[src/sv/sqcorr_pkg.sv]
// Shared types, constants and control codes for the squared correlation block.
package sqcorr_pkg;

	// Default values of the top-level parameters.
	localparam int MAX_ROWS_DEF    = 4096;
	localparam int SAMPLE_BITS_DEF = 16;
	localparam int MAX_COLS_DEF    = 256;

	// Fixed field widths and the fixed-point format of the result.
	localparam int FIELD_W     = 16;
	localparam int Q_W         = 17;
	localparam int FRAC_BITS   = 16;
	localparam int COL_IDX_W   = 8;
	localparam logic [Q_W-1:0] Q_ONE = Q_W'(1 << FRAC_BITS);
	localparam int DIV_STEPS   = Q_W;

	// One input transaction.
	typedef struct packed {
		logic signed [FIELD_W-1:0] truth_sample;
		logic signed [FIELD_W-1:0] estimate_sample;
		logic                      last_in_column;
	} in_item_t;

	// One result transaction.
	typedef struct packed {
		logic [Q_W-1:0]       r_squared;
		logic [COL_IDX_W-1:0] column_index;
		logic                 degenerate;
		logic                 too_long;
	} out_item_t;

	// Operand pairs of the shared multiplier, in the order they are issued.
	typedef enum logic [2:0] {
		MS_NXX,
		MS_XX,
		MS_NYY,
		MS_YY,
		MS_NXY,
		MS_XY,
		MS_CC,
		MS_DD
	} mul_sel_t;

	// Commands from the controller to the datapath.
	typedef struct packed {
		logic     accum;
		logic     mul_load;
		logic     mul_step;
		logic     store;
		logic     div_step;
		logic     finish;
		mul_sel_t sel;
	} dp_cmd_t;

	// Status from the datapath to the controller.
	typedef struct packed {
		logic mul_done;
		logic degen;
	} dp_status_t;

endpackage

[src/sv/sqcorr_ctrl.sv]
// Controller: runs accumulation, up to eight products, any division and the handoff.
module sqcorr_ctrl (
	input  logic                   clk,
	input  logic                   arst_n,
	input  logic                   sample_valid,
	input  logic                   last_in_column,
	output logic                   sample_ready,
	output logic                   result_valid,
	input  logic                   result_ready,
	input  sqcorr_pkg::dp_status_t st,
	output sqcorr_pkg::dp_cmd_t    cmd
);
	import sqcorr_pkg::*;

	localparam int DCNT_W = $clog2(DIV_STEPS);

	typedef enum logic [2:0] {
		S_ACC,
		S_LOAD,
		S_STEP,
		S_STORE,
		S_DIV,
		S_DONE
	} state_t;

	state_t            state_q;
	mul_sel_t          sel_q;
	logic [DCNT_W-1:0] div_cnt_q;
	logic              out_valid_q;
	logic              skip;

	// A column whose variance is zero skips the covariance work.
	assign skip         = (sel_q == MS_NXY) && st.degen;
	assign sample_ready = (state_q == S_ACC);
	assign result_valid = out_valid_q;

	// Commands decoded from the current state.
	always_comb begin
		cmd     = '0;
		cmd.sel = sel_q;
		case (state_q)
			S_ACC:   cmd.accum    = sample_valid;
			S_LOAD:  cmd.mul_load = !skip;
			S_STEP:  cmd.mul_step = !st.mul_done;
			S_STORE: cmd.store    = 1'b1;
			S_DIV:   cmd.div_step = 1'b1;
			S_DONE:  cmd.finish   = !out_valid_q || result_ready;
			default: cmd          = '0;
		endcase
	end

	// State, operand pair, division count and the result valid flag.
	always_ff @(posedge clk or negedge arst_n) begin
		if (!arst_n) begin
			state_q     <= S_ACC;
			sel_q       <= MS_NXX;
			div_cnt_q   <= '0;
			out_valid_q <= 1'b0;
		end else begin
			if (cmd.finish) begin
				out_valid_q <= 1'b1;
			end else if (result_ready) begin
				out_valid_q <= 1'b0;
			end
			case (state_q)
				S_ACC: begin
					if (sample_valid && last_in_column) begin
						sel_q   <= MS_NXX;
						state_q <= S_LOAD;
					end
				end
				S_LOAD: begin
					state_q <= skip ? S_DONE : S_STEP;
				end
				S_STEP: begin
					if (st.mul_done) begin
						state_q <= S_STORE;
					end
				end
				S_STORE: begin
					if (sel_q == MS_DD) begin
						div_cnt_q <= DCNT_W'(DIV_STEPS - 1);
						state_q   <= S_DIV;
					end else begin
						sel_q   <= mul_sel_t'(sel_q + 1'b1);
						state_q <= S_LOAD;
					end
				end
				S_DIV: begin
					if (div_cnt_q == '0) begin
						state_q <= S_DONE;
					end else begin
						div_cnt_q <= div_cnt_q - 1'b1;
					end
				end
				S_DONE: begin
					if (cmd.finish) begin
						state_q <= S_ACC;
					end
				end
				default: state_q <= S_ACC;
			endcase
		end
	end

endmodule

[config.mk]
export PLATFORM = sky130hd
export DESIGN_NAME = sqcorr_ctrl
export DESIGN_NICKNAME = d
export VERILOG_FILES = /design/src/sv/sqcorr_pkg.sv /design/src/sv/sqcorr_ctrl.sv
export SDC_FILE = /design/constraint.sdc
export NUM_CORES = 1
export LEC_CHECK = 0
export ABC_AREA = 1
export BUFFER_PORTS_ARGS = -buffer_cell sky130_fd_sc_hd__buf_2
export CORE_MARGIN = 4
export CORE_UTILIZATION = 54
export DETAILED_ROUTE_END_ITERATION = 7
export MAX_ROUTING_LAYER = met4
export PLACE_DENSITY = 0.8
export SLEW_MARGIN = 30
export SYNTH_ARGS = -nofsm -noshare
export SYNTH_HDL_FRONTEND = slang
export SYNTH_SLANG_ARGS = --single-unit
export TNS_END_PERCENT = 50
[constraint.sdc]
create_clock -name clk -period 1.9 [get_ports clk]
set_input_delay 0.19 -clock clk [delete_from_list [all_inputs] [get_ports clk]]
set_output_delay 0.19 -clock clk [all_outputs]
set_load 0.01 [all_outputs]
Word level (Yosys, flattened, before mapping)

Cells that the tools add are included.
Widths: inputs -> output; s select.

Output and inout port bits: 11
Bits in latches: 0
Input port bits: 7
Register bits after elaboration: 12
Memories kept: 0
Memory bits (writable): 0
Word-level logic and storage cells: 57
Memory bits (read-only): 0

$mul: 0
Add/sub/neg operators: 2
Reductions and logical operators: 15
Mux-type cells: 22
Shift operators: 0
Divide/modulo/power cells: 0
Equality and inequality tests: 14
Order comparisons: 0
Bitwise gates (word level): 0

Operator list:

| kind                | number |
|---|---|
| $mux 3              | 9 |
| $pmux 3 s6          | 1 |
| $eq 3x3->1 const B  | 4 |
| $ne 2x2->1 const B  | 6 |
| $mux 5              | 2 |
| $pmux 5 s2          | 1 |
| $mux 1              | 8 |
| $eq 3x2->1 const B  | 2 |
| $pmux 3 s2          | 1 |
| $reduce_and 3->1    | 2 |
| $reduce_bool 2->1   | 3 |
| $reduce_or 6->1     | 1 |
| $logic_not 5->1     | 1 |
| $sub 5x1->5 const B | 1 |
| $reduce_and 4->1    | 1 |
| $add 3x1->3 const B | 1 |
| $eq 3x1->1 const B  | 1 |
| $logic_not 1->1     | 3 |
| $logic_not 3->1     | 1 |
| $logic_and 1x1->1   | 2 |
| $ne 2x1->1 const B  | 1 |
| $logic_or 1x1->1    | 1 |

Depth between registers and ports, before layout

Gate-level depths: netlist of the first run.

Depth in word-level cells: 5
Depth in mapped cells: 9
Gate-level depth less buffers: 8

Worst setup path after synthesis of the first run

No wires, ideal clock.

Path type: flip-flop to flip-flop
Start point: reg sel_q[0]
End point: reg div_cnt_q[4]
Setup slack: 642 ps
Cell stages (with the launch flop): 6
Buffers on the path: 0
Clock period less this slack: 1258 ps
Data arrival time: 1140 ps
Path through: dfrtp_1 ha_1 ha_1 nand4_2 nand2_1 a21o_2

Word-level cells in the longest chain between the ends: 3

Ends and longest elaborated chain:

| element                    | line              | RTL |
|---|---|---|
| start: declaration         | sqcorr_ctrl.sv:27 | `mul_sel_t sel_q;` |
| start signal: assignment   | sqcorr_ctrl.sv:85 | `sel_q <= mul_sel_t'(sel_q + 1'b1);` |
| $eq 3x3->1                 | sqcorr_ctrl.sv:81 | `if (sel_q == MS_DD) begin` |
| $ne 2x2->1 (no line)       | -                 |  |
| $reduce_and 3->1 (no line) | -                 |  |
| end signal: assignment     | sqcorr_ctrl.sv:82 | `div_cnt_q <= DCNT_W'(DIV_STEPS - 1);` |
| end signal: assignment     | sqcorr_ctrl.sv:93 | `div_cnt_q <= div_cnt_q - 1'b1;` |
| end: declaration           | sqcorr_ctrl.sv:28 | `logic [DCNT_W-1:0] div_cnt_q;` |

Every way passes these cells.
A chain may end at the register's enable or synchronous reset.

==> impl_metrics.toml, run 1 <==
[die]
design.portCount = 18
die_area_mm2 = 0.00215
die_height_um = 46.4
fp.dieW_um = 46.4
std_cell_rows = 13
core_mm2 = 0.00135
initial_core_util = 0.589

[setup_path]
worst-path-max-fanout = 8
r2r_end = "sel_q[0]"
reg2reg_from = "sel_q[0]"
critical_path.startpoint_type = "flip-flop"
timing.reg2reg.worst_path_depth = 6
required_time_reported_for_the_critical_path_endpoint_ps = 1710
worst_ep_arrival_time_ps = 1380
critPathCaptureType = "output port"
regToRegSetupSlack_ps = 490
timing.setup.critical_path_class = "flip-flop to output port"

[sta]
finalMaxSlewViolations = 0
worstMarginPinSlew_ps = 333
total_negative_slack_for_setup_checks_ps = 0
finalHoldViolations = 0
final_worst_path_period_share = 0.827
fmax_ghz = 0.637
maxSlewHeadroom = 0.778
final_period_minus_worst_setup_slack_ps = 1570
finClkSkew_ps = 6.14
grt_setup_unrepaired = "no"
finalSetupViolCount = 0

[global_route]
met2_usage = 0.225
track_usage = 0.159
first_global_vias = 554
grt_util_met1 = 0.223
antenna_found_initial = 0
grt_overflow = 0
wire_length_of_the_first_global_routing_pass_mm = 2.37
grt_max_degree = 13
groute.layer.met3.usage = 0.0586
grt_busiest_layer = "met2"

[pwr]
power.density_cell_area_mw_per_mm2 = 1230
p_leak_uw = 0.000587
vdd_ir_drop_max_mv = 0.832
power.share.switching = 0.435
p_comb_frac = 0.463
seq_power_share = 0.362
total_switching_power_uw = 493
p_clk_frac = 0.175
internal-power_uw = 640

[yosys]
synthesis.area_per_instance_um2 = 7.57
cells_after_synth = 105
synth_compound_area_frac = 0.0961
yosys_warnings = 0
synth-xor-area-share = 0.0220
synth.yosys.seq_area_share = 0.378
main_combinational_cell_family_by_area_after_synthesis = "simple AND/OR/NAND/NOR gates"
yosys.area_share.simple = 0.313
synth.net_count = 116
netlist-cell-type-count = 21
synthesis.area_um2 = 795
flop_and_latch_count_out_of_synthesis = 12
yosys.area_share.adder = 0.0630
yosys-mux-area-fraction = 0

[detailed_routing]
drt_iter0_drc = 21
dr.pass1.iters = 4
vias = 698
wire_per_inst_um = 10.3
wirelength_mm = 1.45
remaining_drc_errors = 0
final_antenna_net_count = 0
vias_per_std_cell = 4.99

[hold_path]
min-delay-path-class = "primary input to flip-flop"
hold_end = "result_valid"
holdCritStartpoint = "result_ready"
min_delay_path_depth = 2

[cts]
clock_latency_reported_for_the_late_side_of_the_worst_skew_pair_ps = 270
cts_tree = "built"
cts-htree-levels = 1
cts_max_path_buffers = 2
clk_pin_slew_ps = 80
cts.sinks = 12
clockRootBuffer = "clkbuf_4"
cts_inserted_buffers = 3

[outcome]
result_of_the_run = "finished, final reports clean"

[cells_and_area]
mostFrequentLayoutCell = "nand2_1"
mostFrequentLayoutCells = "21 x nand2_1, 17 x buf_2, 16 x inv_1"
post-route-cell-area_um2 = 922
post_route_cells_drive_above_1_share = 0.296
syn_to_final_growth_pct = 16.1
final_nets = 137
antenna_cells_inserted = 0

[placement]
placed_cell_area_um2 = 876
placement.io_buffers = 17
gp_routability_congestion = 0.906
hpwl_mm = 1.18

[flow_run]
cap_viol_max_count = 0
worst max-delay path: stages (launching register included):
cell,delay (ps)
dfrtp_1,500
inv_2,120
nand2_1,50
nor2_1,150
inv_1,70
nor2_1,80
buf_2,130
how the worst max path moves through the flow:
stage                           from           end  slack [ps]  cells after the start
after global placement      sel_q[0]      sel_q[0]         530                      6
after floorplan             sel_q[0]  div_cnt_q[4]         640                      5
final                     state_q[1]        cmd[3]         330                      6
after CTS                 state_q[1]        cmd[3]         320                      6
after detailed placement    sel_q[0]      sel_q[0]         500                      6
after global routing      state_q[1]        cmd[3]         220                      6
final cells by class:
| cell class | count | area (µm²) |
|---|---|---|
| fillers | 109 | 428 |
| multi-input cells | 70 | 393 |
| flip-flops and latches | 12 | 300 |
| repair buffers | 18 | 95.1 |
| inverters | 21 | 78.8 |
| clock buffers | 4 | 36.3 |
| well taps | 15 | 18.8 |
cells in the mapped netlist, drive strengths merged:
cell type  instances  area, µm²
nand2             26        115
inv               21       78.8
nor2              13       66.3
dfrtp             12        300
nand3             11       55.1
a21oi              6       33.8
ha                 4       50.1
o21ai              3       15.0
o22ai              3       18.8
buf                2       22.5
a21o               1       8.76
nand4              1       12.5
xnor2              1       8.76
xor2               1       8.76
kinds of logic after synthesis:
logic type | after synthesis
AND/OR/NAND/NOR | 51
buffers and inverters | 23
AO/OA/AOI/OAI | 13
flip-flops | 12
adder cells (fa/ha/maj) | 4
XOR/XNOR | 2
state kept, by name, summed over array words and instances (netlist names):
signal and cells:
div_cnt_q 5, sel_q 3, state_q 3, result_valid 1
metal layers:
layer	routed length [µm]	vias to the layer above
li1	-	369
met1	705	313
met2	646	16
met3	94	0
met4	0	0
met5	0	-
per-stage QoR:
stage	power, µW	utilization	std cells	setup slack (ps)	hold WS, ps
6_report	1130	0.683	140	329	112
5_1_grt	1250	0.683	140	224	109
4_1_cts	1150	0.683	140	325	107
3_5_place_dp	942	0.649	135	500	73.4
3_3_place_gp	930	0.649	135	527	75.0
2_1_floorplan	831	-	105	642	-106
power by group through the flow:
stage | registers (µW) | logic, µW | clock network [µW]
floorplan | 354 | 476 | 0
global placement | 412 | 518 | 0
detailed placement | 416 | 526 | 0
CTS | 409 | 532 | 204
global route | 421 | 612 | 217
finish | 410 | 525 | 198
repair_timing:
| action | 4_1_cts | 5_1_grt |
|---|---|---|
| endpoints found under the hold margin | 12 | 0 |
| gates resized for setup | 0 | 0 |
| hold buffers | 1 | 0 |
| setup buffers | 0 | 0 |
Note: power is estimated with default switching activity, not from simulation.
==> inputs of run 2 (changes only) <==
- ABC_AREA: 1 -> 0
- CORE_UTILIZATION: 54 -> 46
- PLACE_DENSITY: 0.8 -> 0.72
- clock period: 1.9 -> 1.3 ns (I/O delays scaled with it)
==> run 2 against run 1 <==
Effect of this change: cell count is 3.6% higher; largest cell class unchanged; non-clock buffer count grew 35; area after synthesis decreased by 0.16%; critical path depth shrank 1; sequential power is 56% higher; the flow now finishes with violations (negative setup slack); core utilization grew 21 points; synthesized cell count shrank 27%; highest routed layer is now met4.
==> impl_metrics.toml, run 2 <==
[outcome]
result_of_the_run = "finished with violations"
violations_in_the_final_reports = "negative setup slack"

[die]
initial_core_util = 0.509
die_height_um = 49.5
std_cell_rows = 14
die_area_mm2 = 0.00245
core_mm2 = 0.00156
design.portCount = 18
fp.dieW_um = 49.5

[setup_path]
required_time_reported_for_the_critical_path_endpoint_ps = 1490
worst_path_max_delay_cell = "dfrtp_1"
crit_path_cell_trace = "ha_2 -> ha_4 -> and4bb_2 -> a41oi_1 -> a211oi_1"
regToRegSetupSlack_ps = -270
r2r_end = "state_q[0]"
reg2reg_from = "sel_q[1]"
critPathCaptureType = "flip-flop"
timing.setup.critical_path_class = "flip-flop to flip-flop"
worst-path-max-fanout = 4
maximum_single_stage_delay_on_the_critical_path_ps = 400
timing.reg2reg.worst_path_depth = 5
critical_path.startpoint_type = "flip-flop"
worst_setup_path_startpoint = "sel_q[1]"
worst_ep_arrival_time_ps = 1760

[detailed_routing]
dr.pass1.iters = 6
vias_per_std_cell = 5.99
vias = 869
remaining_drc_errors = 0
final_antenna_net_count = 0
wire_per_inst_um = 20.6
drt_iter0_drc = 27
wirelength_mm = 2.98

[hold_path]
hold_end = "result_valid"
min-delay-path-class = "primary input to flip-flop"
holdCritStartpoint = "result_ready"
min_delay_path_depth = 3

[yosys]
yosysTopAreaCell = "dfrtp_1"
share_of_async_settable_or_async_resettable_flops_after_synthesis = 1.00
flop_and_latch_count_out_of_synthesis = 12
netlist-cell-type-count = 37
synthTopCellsByCount = "12 x dfrtp_1, 6 x nand2_1, 5 x inv_1"
post-synth-top-area-fraction = 0.379
synth-main-ff-cell = "dfrtp_1"
synth.yosys.seq_area_share = 0.379
synthesis.area_per_instance_um2 = 10.3
synthesis.area_um2 = 793
synthTopCellsByArea = "dfrtp_1 38%, ha_1 6.3%, a22o_1 4.4%"
synthMostInstantiatedCell = "dfrtp_1"
yosys_warnings = 0
synth.net_count = 88
synth-edff-count = 0
cells_after_synth = 77

[placement]
placement.setup.worst_slack_ps = -175
hpwl_mm = 1.35
placement.io_buffers = 17
gp_routability_congestion = 0.786

[cts]
cts_inserted_buffers = 3
cts_tree = "built"
cts-htree-levels = 1
cts.sinks = 12
clockRootBuffer = "clkbuf_4"
clock_latency_reported_for_the_late_side_of_the_worst_skew_pair_ps = 290
clk_pin_slew_ps = 90
cts_max_path_buffers = 2

[global_route]
wire_length_of_the_first_global_routing_pass_mm = 4.17
grt_overflow = 0
track_usage = 0.236
first_global_vias = 879
grt_max_degree = 13
antenna_found_initial = 0

[sta]
fmax_ghz = 0.636
fin_worst_hold_slack_ps = 234
finalHoldViolations = 0
finalMaxSlewViolations = 0
final_worst_path_period_share = 1.21
maxSlewHeadroom = 0.657
final_period_minus_worst_setup_slack_ps = 1570
worstMarginPinSlew_ps = 502
grt_setup_unrepaired = "yes"
finClkSkew_ps = 8.69
finalSetupViolCount = 18
final_critical_path_setup_slack_ps = -273

[cells_and_area]
syn_to_final_growth_pct = 76.0
num-fill-cells = 69
antenna_cells_inserted = 0
mostFrequentLayoutCells = "19 x buf_4, 16 x buf_2, 15 x buf_6"
mostFrequentLayoutCell = "buf_4"
layout_top_registers = "div_cnt_q (5), sel_q (3), state_q (3)"
largest_register_ff_count = 5
largest-register = "div_cnt_q"
post_route_cells_drive_above_1_share = 0.643
final_nets = 141

[flow_run]
cap_viol_max_count = 0

[pwr]
p_leak_uw = 0.000656
power.density_cell_area_mw_per_mm2 = 2210
vdd_ir_drop_max_mv = 1.87
totalPowerFinal_uw = 3090
run 2: logic make-up (layout without fill, tap and decap cells):
family / count (synthesis) / count (layout) / share of synthesized area
and+or+nand+nor: 28 / 28 / 0.244
xor gates and xnor gates: 2 / 2 / 0.0221
muxes: 3 / 3 / 0.0394
DFF: 12 / 12 / 0.379
adders and majority gates: 4 / 4 / 0.0631
buffers and inverters: 10 / 62 / 0.0631
AOI/OAI and AO/OA: 18 / 18 / 0.189
run 2: worst max path at each step:
stage / to / cells past startpoint
6_report: state_q[0] / 5
3_5_place_dp: sel_q[0] / 5
4_1_cts: sel_q[0] / 5
5_1_grt: state_q[0] / 5
3_3_place_gp: sel_q[0] / 5
2_1_floorplan: sel_q[0] / 5
run 2: layout make-up:
| cell class | count | area [µm²] | area share |
|---|---|---|---|
| clock buffers | 4 | 36.3 | 0.0260 |
| inverters | 5 | 23.8 | 0.0170 |
| multi-input cells | 55 | 571 | 0.409 |
| flip-flops and latches | 12 | 304 | 0.218 |
| well taps | 16 | 20.0 | 0.0143 |
| repair buffers | 53 | 442 | 0.316 |
run 2: repair_timing:
action | in CTS | in global routing
hold buffers | 1 | 0
buffers inserted | 10 | 5
resized for setup | 32 | 13
cloned | 1 | 0
setup endpoints to repair | 19 | 20
endpoints found under the hold margin | 12 | 0
pin swaps | 17 | 8
run 2: layer usage:
metal,up-vias,track usage,part of all wire
li1,389,-,-
met4,0,0.101,0.033
met5,-,-,0
met1,433,0.250,0.38
met2,35,0.421,0.55
met3,12,0.0482,0.043
run 2: worst max-delay path: cells and delay by family, from the launching register on:
| family | cells | cell delay (ps) |
|---|---|---|
| AO/OA/AOI/OAI | 2 | 350 |
| AND/OR/NAND/NOR | 1 | 350 |
| flip-flops | 1 | 400 |
| adder cells (fa/ha/maj) | 2 | 370 |
run 2: metrics by stage:
step	utilization	cell area, µm²	cells	setup TNS (ps)
final	0.896	1400	145	-2430
after global routing	0.896	1400	145	-3570
after CTS	0.835	1300	140	-1690
after detailed placement	0.669	1040	124	-794
after global placement	0.669	1040	124	-583
after floorplan	-	813	77	-390
run 2: power breakdown:
part,switching [µW],internal (µW),total (µW)
sequential,142,497,639
combinational,947,1190,2140
clock,141,171,312
==> inputs of run 3 (changes only) <==
- CORE_UTILIZATION: 46 -> 51
- PLACE_DENSITY: 0.72 -> 0.76
- clock period: 1.3 -> 1.8 ns (I/O delays scaled with it)
==> run 3 against run 2 <==
Effect of this change: die area is 8.2% lower; flip-flop and latch count stayed put; core utilization is 23 points lower; non-clock buffer count is 33 lower; the flow now finishes without violations; combinational power is 70% lower; critical endpoint is now cmd[3]; register-to-register slack better by 510 ps; clock-buffer cell count is 1 lower; clock power is 47% lower; via count is 26% lower; largest power group unchanged; critical path depth is 1 lower.
==> impl_metrics.toml, run 3 (same netlist as run 2, synthesis figures left out) <==
[placement]
placed_cell_area_um2 = 881
placement.io_buffers = 17
hpwl_mm = 1.15
placement.setup.worst_slack_ps = 239
gp_routability_congestion = 0.751

[outcome]
result_of_the_run = "finished, final reports clean"

[cells_and_area]
multiInputGateArea_um2 = 443
largest_register_ff_count = 5
layout_top_registers = "div_cnt_q (5), sel_q (3), state_q (3)"
antenna_cells_inserted = 0
register_area_um2 = 302
num-fill-cells = 124
mostFrequentLayoutCell = "buf_2"
final_nets = 108
post_route_cells_drive_above_1_share = 0.295
largest-register = "div_cnt_q"
syn_to_final_growth_pct = 15.3
post-route-cell-area_um2 = 915
mostFrequentLayoutCells = "17 x buf_2, 11 x dfrtp_1, 6 x nand2_1"

[detailed_routing]
vias_per_std_cell = 5.87
vias = 646
drt_iter0_drc = 14
wire_per_inst_um = 14.2
final_antenna_net_count = 0
wirelength_mm = 1.56
dr.pass1.iters = 4
remaining_drc_errors = 0

[sta]
finalHoldViolations = 0
finalMaxSlewViolations = 0
grt_setup_unrepaired = "no"
worstMarginPinSlew_ps = 398
finClkSkew_ps = 3.91
final_critical_path_setup_slack_ps = 131
finalSetupViolCount = 0
maxSlewHeadroom = 0.728
fmax_ghz = 0.599
final_worst_path_period_share = 0.927
total_negative_slack_for_setup_checks_ps = 0
final_period_minus_worst_setup_slack_ps = 1670

[pwr]
power.density_cell_area_mw_per_mm2 = 1420
p_leak_uw = 0.000443
vdd_ir_drop_max_mv = 0.779

[cts]
cts.sinks = 12
cts_tree = "built"
cts-htree-levels = 1
clockRootBuffer = "clkbuf_4"
cts_inserted_buffers = 3
cts_max_path_buffers = 2
clock_latency_reported_for_the_late_side_of_the_worst_skew_pair_ps = 270
clk_pin_slew_ps = 70

[setup_path]
worst-path-max-fanout = 11
crit_path_cell_trace = "buf_4 -> nor2b_1 -> and3_1 -> buf_2"
timing.setup.critical_path_class = "flip-flop to output port"
critical_path.startpoint_type = "flip-flop"
maximum_single_stage_delay_on_the_critical_path_ps = 470
worst_ep_arrival_time_ps = 1490
critPathCaptureType = "output port"
required_time_reported_for_the_critical_path_endpoint_ps = 1620
regToRegSetupSlack_ps = 240
worst_path_max_delay_cell = "dfrtp_1"

[global_route]
grt_util_met1 = 0.226
grt_busiest_layer = "met2"
track_usage = 0.171
antenna_found_initial = 0
met2_usage = 0.249
grt_overflow = 0
grt_max_degree = 16
first_global_vias = 598
wire_length_of_the_first_global_routing_pass_mm = 2.56
groute.layer.met3.usage = 0.0451

[die]
fp.dieW_um = 47.4
initial_core_util = 0.574
die_area_mm2 = 0.00225
std_cell_rows = 13
die_height_um = 47.4
core_mm2 = 0.00138
design.portCount = 18

[hold_path]
min-delay-path-class = "primary input to flip-flop"

[flow_run]
cap_viol_max_count = 0
run 3: metal layers:
layer,routed length (µm),part of all wire
met5,0,0
met4,21,0.013
met3,97,0.062
met2,682,0.44
met1,756,0.49
run 3: report_power, final:
group,internal [µW],switching [µW]
registers,356,129
clock network,77.4,87.4
logic,322,326
run 3: final cells by class:
class                      count  share of cell area
clock buffer                   3              0.0246
inverter                       5              0.0205
multi-input combinational     55               0.484
sequential                    12               0.330
tap                           15              0.0205
timing repair buffer          20               0.120
run 3: through the flow:
stage               utilization  total power, µW  hold slack (ps)  cells
finish                    0.662             1300              217    110
global route              0.662             1410              224    110
CTS                       0.661             1310              207    110
detailed placement        0.637             1130             71.8    106
global placement          0.637             1110             71.5    106
floorplan                     -              973             -116     77
run 3: critical path, delay by kind of cell (launching register included):
family | cells | cell delay, ps
AND/OR/NAND/NOR | 2 | 420
buffers and inverters | 2 | 330
flip-flops | 1 | 470
run 3: timing repair:
action                                  4_1_cts  5_1_grt
endpoints found under the hold margin        12        0
setup buffers                                 0        0
resized for setup                             0        1
hold buffers                                  1        0
endpoints found under the setup margin        0        1
run 3: worst paths after layout:
check                             startpoint            to  depth (start not counted)
min in group asynchronous             arst_n    state_q[1]                          2
worst min register to register  div_cnt_q[0]  div_cnt_q[0]                          1
max in group asynchronous             arst_n    state_q[0]                          2
worst max-delay path              state_q[1]        cmd[3]                          4
worst min-delay path            result_ready  result_valid                          3
worst max register to register      sel_q[0]      sel_q[0]                          5
